$ cat config.mk
export PLATFORM = sky130hd
export DESIGN_NAME = isq_cell
export DESIGN_NICKNAME = d
export VERILOG_FILES = /design/src/design/isq_pkg.sv /design/src/design/isq_cell.sv
export SDC_FILE = /design/constraint.sdc
export NUM_CORES = 1
export LEC_CHECK = 0
export BUFFER_PORTS_ARGS = -buffer_cell sky130_fd_sc_hd__buf_4
export CAP_MARGIN = 20
export CELL_PAD_IN_SITES_DETAIL_PLACEMENT = 2
export CELL_PAD_IN_SITES_GLOBAL_PLACEMENT = 2
export CORE_MARGIN = 1
export CORE_UTILIZATION = 22
export DETAILED_ROUTE_END_ITERATION = 10
export PLACE_DENSITY = 0.84
export SKIP_CTS_REPAIR_TIMING = 1
export SLEW_MARGIN = 20
export SYNTH_ARGS = -nofsm -noshare
export SYNTH_HDL_FRONTEND = slang
export SYNTH_SLANG_ARGS = --single-unit
$ cat constraint.sdc
create_clock -name clk -period 3.5 [get_ports clk]
set_clock_uncertainty 0.05 [all_clocks]
set_input_delay 0.35 -clock clk [delete_from_list [all_inputs] [get_ports clk]]
set_output_delay 0.35 -clock clk [all_outputs]
set_load 0.03 [all_outputs]
$ cat src/design/isq_pkg.sv
// shared types and constants for the indexed sequence store
`default_nettype none
package isq_pkg;

  // number of entries the store can hold
  localparam int CAPACITY = 256;
  // width of a cell index and of the entry count
  localparam int IDX_W = (CAPACITY > 1) ? $clog2(CAPACITY) : 1;
  localparam int CNT_W = $clog2(CAPACITY + 1);
  // fixed field widths
  localparam int KIND_W = 3;
  localparam int POS_W  = 9;
  localparam int DATA_W = 32;
  localparam int LEN_W  = 9;
  // width used for position and count compares
  localparam int CMP_W = (CNT_W > POS_W) ? CNT_W : POS_W;
  // cells per read-gather group
  localparam int GROUP  = 16;
  localparam int NGROUP = (CAPACITY + GROUP - 1) / GROUP;

  // value returned by a read outside the sequence
  localparam logic signed [DATA_W-1:0] READ_FAIL = -32'sd1;

  // request kinds
  typedef enum logic [KIND_W-1:0] {
    KIND_READ = 3'd0,
    KIND_HEAD = 3'd1,
    KIND_TAIL = 3'd2,
    KIND_AT   = 3'd3,
    KIND_DEL  = 3'd4
  } kind_t;

  // operation broadcast along the row of cells
  typedef enum logic [1:0] {
    OP_NONE = 2'd0,
    OP_INS  = 2'd1,
    OP_DEL  = 2'd2
  } cell_op_t;

  // control broadcast to every cell
  typedef struct packed {
    cell_op_t          op;
    logic [IDX_W-1:0]  pos;
    logic [DATA_W-1:0] val;
  } cell_ctrl_t;

endpackage
`default_nettype wire

$ cat src/design/isq_cell.sv
// one storage cell of the sequence row
`default_nettype none
module isq_cell
  import isq_pkg::*;
(
  input  wire logic              clk,
  input  wire logic [IDX_W-1:0]  idx,
  input  wire cell_ctrl_t        ctrl,
  input  wire logic [DATA_W-1:0] left_data,
  input  wire logic [DATA_W-1:0] right_data,
  output logic      [DATA_W-1:0] data,
  output logic      [DATA_W-1:0] read_data
);

  logic [DATA_W-1:0] data_next;

  // shift up on insert, shift down on delete, else hold
  always_comb begin
    data_next = data;
    unique case (ctrl.op)
      OP_INS: begin
        if (idx == ctrl.pos) begin
          data_next = ctrl.val;
        end else if (idx > ctrl.pos) begin
          data_next = left_data;
        end
      end
      OP_DEL: begin
        if (idx >= ctrl.pos) begin
          data_next = right_data;
        end
      end
      default: data_next = data;
    endcase
  end

  always_ff @(posedge clk) begin
    data <= data_next;
  end

  // drive own value onto the gather path when addressed
  assign read_data = (idx == ctrl.pos) ? data : '0;

endmodule
`default_nettype wire

==> summary.md <==
| Metric | Value |
|---|---|
| Leakage | 1.64 nW |
| Gr busiest metal | met2 |
| CTS tree | done |
| Yosys top cell area share | 0.445 |
| Drt wl/cell | 15.7 microns |
| Diode count | 0 |
| Synth Cell Area | 0.00216 sq mm |
| Drt drc | 0 |
| Nature of the critical path endpoint | output pin |
| Vias | 2222 |
| Cell variety after synth | 24 |
| Worst Tran Pin Value | 0.809 ns |
| Worst Path Arrival | 2.06 ns |
| Placed Area | 0.00359 sq mm |
| Final setup violation count | 0 |
| Worst IR Drop VDD | 0.123 mV |
| Final Slew Violations | 0 |
| Cell taking the most area after synthesis | edfxtp_1 |
| Vert. Die Dim | 101 microns |
| Synth top cells by count | nand2_1 (33), and2_1 (32), edfxtp_1 (32), mux2i_1 (32), o21ai_1 (24) |
| Clk root buf | clkbuf_8 |
| Most common cell in the netlist | nand2_1 |
| Syn Area/Cell | 10.6 sq um |
| Hold Crit Class | input pin to flop |
| Max_cap viols | 0 |
| Biggest register | data |
| CP most frequent cell | buf_4 |
| Max reg flops | 32 |
| Setup TNS | 0 ns |
| Tmin final | 2.46 ns |
| Primary FF master, synth | edfxtp_1 |
| Initial drt markers | 31 |
| Largest stage delay, worst path | 0.46 ns |
| Port Buffers | 178 |
| Sequential-to-total area share from yosys stat | 0.445 |
| Layout area overhead | 71.4% |
| Final Hold Viols | 0 |
| Final worst-path cycle share | 0.701 |
| FF+latch count, synth | 32 |
| CTS Buffer Depth | 2 |
| Post-route cell area | 0.00370 sq mm |
| Nets@finish | 501 |
| GP Congestion | 0.702 |
| Core box area | 0.00937 sq mm |
| Initial Util | 0.230 |
| Startpoint Class | input pin |
| Met1 Track Usage GR | 0.148 |
| Critical Path, Cell by Cell | buf_4 -> ha_1 -> nand4_4 -> nor2_8 -> buf_12 -> and2_1 -> buf_4 |
| Slew headroom | 0.460 |
| Worst-path clk slew | 0.07 ns |
| Row count | 35 |
| Final Util | 0.395 |
| Post-DP HPWL | 6610 microns |
| Cell Count, Final, Fillers Out | 508 |
| Biggest regs | data x32 |
| CP Class | input pin to output pin |
| Placed Cells | 500 |
| Max frequency | 407 MHz |
| Largest net degree at the start of global routing | 65 |
| Vias in the first global route | 2409 |
| RSZ-0062 raised after global routing | false |
| Sink Count | 32 |
| Hold Path Origin | right_data[28] |
| Post-synth EDFFs | 32 |
| Area contributors post-synth | edfxtp_1 (44%), mux2i_1 (15%), and2_1 (9.3%) |
| CTS H-tree lvls | 2 |
| Die ar. | 0.0102 sq mm |
| Met2 Usage GRT | 0.308 |
| Met3 GRT Util | 0.0416 |
| First-pass GRT wire length | 11700 microns |
| Status | complete, no violations |
| Pwr dens | 324 mW/mm^2 |
| Slowest-stage cell, CP | nor2_8 |
| Synth warn | 0 |
| Hold path endpoint | data[28]$_DFFE_PP_ |
| Num CTS Buffers | 5 |
| CP Data Required Time | 3.10 ns |
| Crit-path max FO | 33 |
| Chip width | 101 microns |
| Routed WL | 7990 microns |
| Gr usage total | 0.151 |
| Cell count after synthesis | 204 |
| Hold path cells | 3 |
| Drt first pass iters | 3 |
| Syn nets | 327 |
| Share of post-route cells with drive strength above 1 | 0.530 |
| Via density | 4.37 |
| Grt ovf | 0 |
| Initial antenna violation count | 0 |
| I/O pin total | 179 |
| ANT nets after route | 0 |
| Async S/R FF share, synth | 0 |
## critical path: cells and delay by family
family,cells,cell delay [ns]
buffers and inverters,3,0.56
AND/OR/NAND/NOR,3,0.79
adder cells (fa/ha/maj),1,0.34
## power breakdown
| part | internal [W] | total [W] | switching, W | leakage (nW) |
|---|---|---|---|---|
| Sequential | 0.000474 | 0.000496 | 0.0000224 | 0.292 |
| Combinational | 0.000166 | 0.000347 | 0.000181 | 1.30 |
| Clock | 0.000211 | 0.000354 | 0.000144 | 0.0541 |
## layer usage
layer,up-vias,routed length [microns]
li1,1059,-
met3,6,619
met5,-,0
met2,106,4540
met1,1051,2760
met4,0,72
## cell type report
cell class / instances / area (sq um)
fill: 1070 / 5670
timing repair buffer: 180 / 1360
multi-input combinational: 151 / 1070
sequential: 32 / 961
tap: 129 / 161
clock buffer: 5 / 68.8
clock inverter: 3 / 42.5
inverter: 8 / 30.0
## per-stage QoR
stage	hold WS, ns	power (W)	worst slack (ns)
final	0.296	0.00120	1.04
after global routing	0.295	0.00126	0.903
after CTS	0.290	0.00122	1.00
after detailed placement	0.581	0.000859	0.995
after global placement	0.571	0.000844	1.01
after floorplan	0.488	0.000667	1.21
## worst max-delay path by stage
stage                  start                 end  slack [ns]  cells past startpoint
floorplan           ctrl[37]   data[0]$_DFFE_PP_        1.21                      5
global placement      idx[0]  data[20]$_DFFE_PP_        1.01                      7
detailed placement  ctrl[37]       read_data[19]        0.99                      8
CTS                 ctrl[37]       read_data[19]        1.00                      8
global route        ctrl[37]       read_data[19]        0.90                      8
finish                idx[5]       read_data[19]        1.04                      7
## kinds of logic after synthesis
kind of cell             Yosys count  share of synthesized area
AND/OR/NAND/NOR                   73                      0.192
buffers and inverters             21                     0.0620
AO/OA/AOI/OAI                     38                      0.107
flip-flops                        32                      0.445
adder cells (fa/ha/maj)            8                     0.0464
multiplexers                      32                      0.148
## cells in the final DEF, fill, tap and decap left out, drive strengths merged, types with 5 or more instances in the layout
| cell type | n |
|---|---|
| nand2 | 33 |
| clkbuf | 5 |
| inv | 8 |
| and2 | 32 |
| edfxtp | 32 |
| mux2i | 32 |
| o21ai | 33 |
| ha | 8 |
| buf | 180 |
Power figures use the tool's default switching activity.
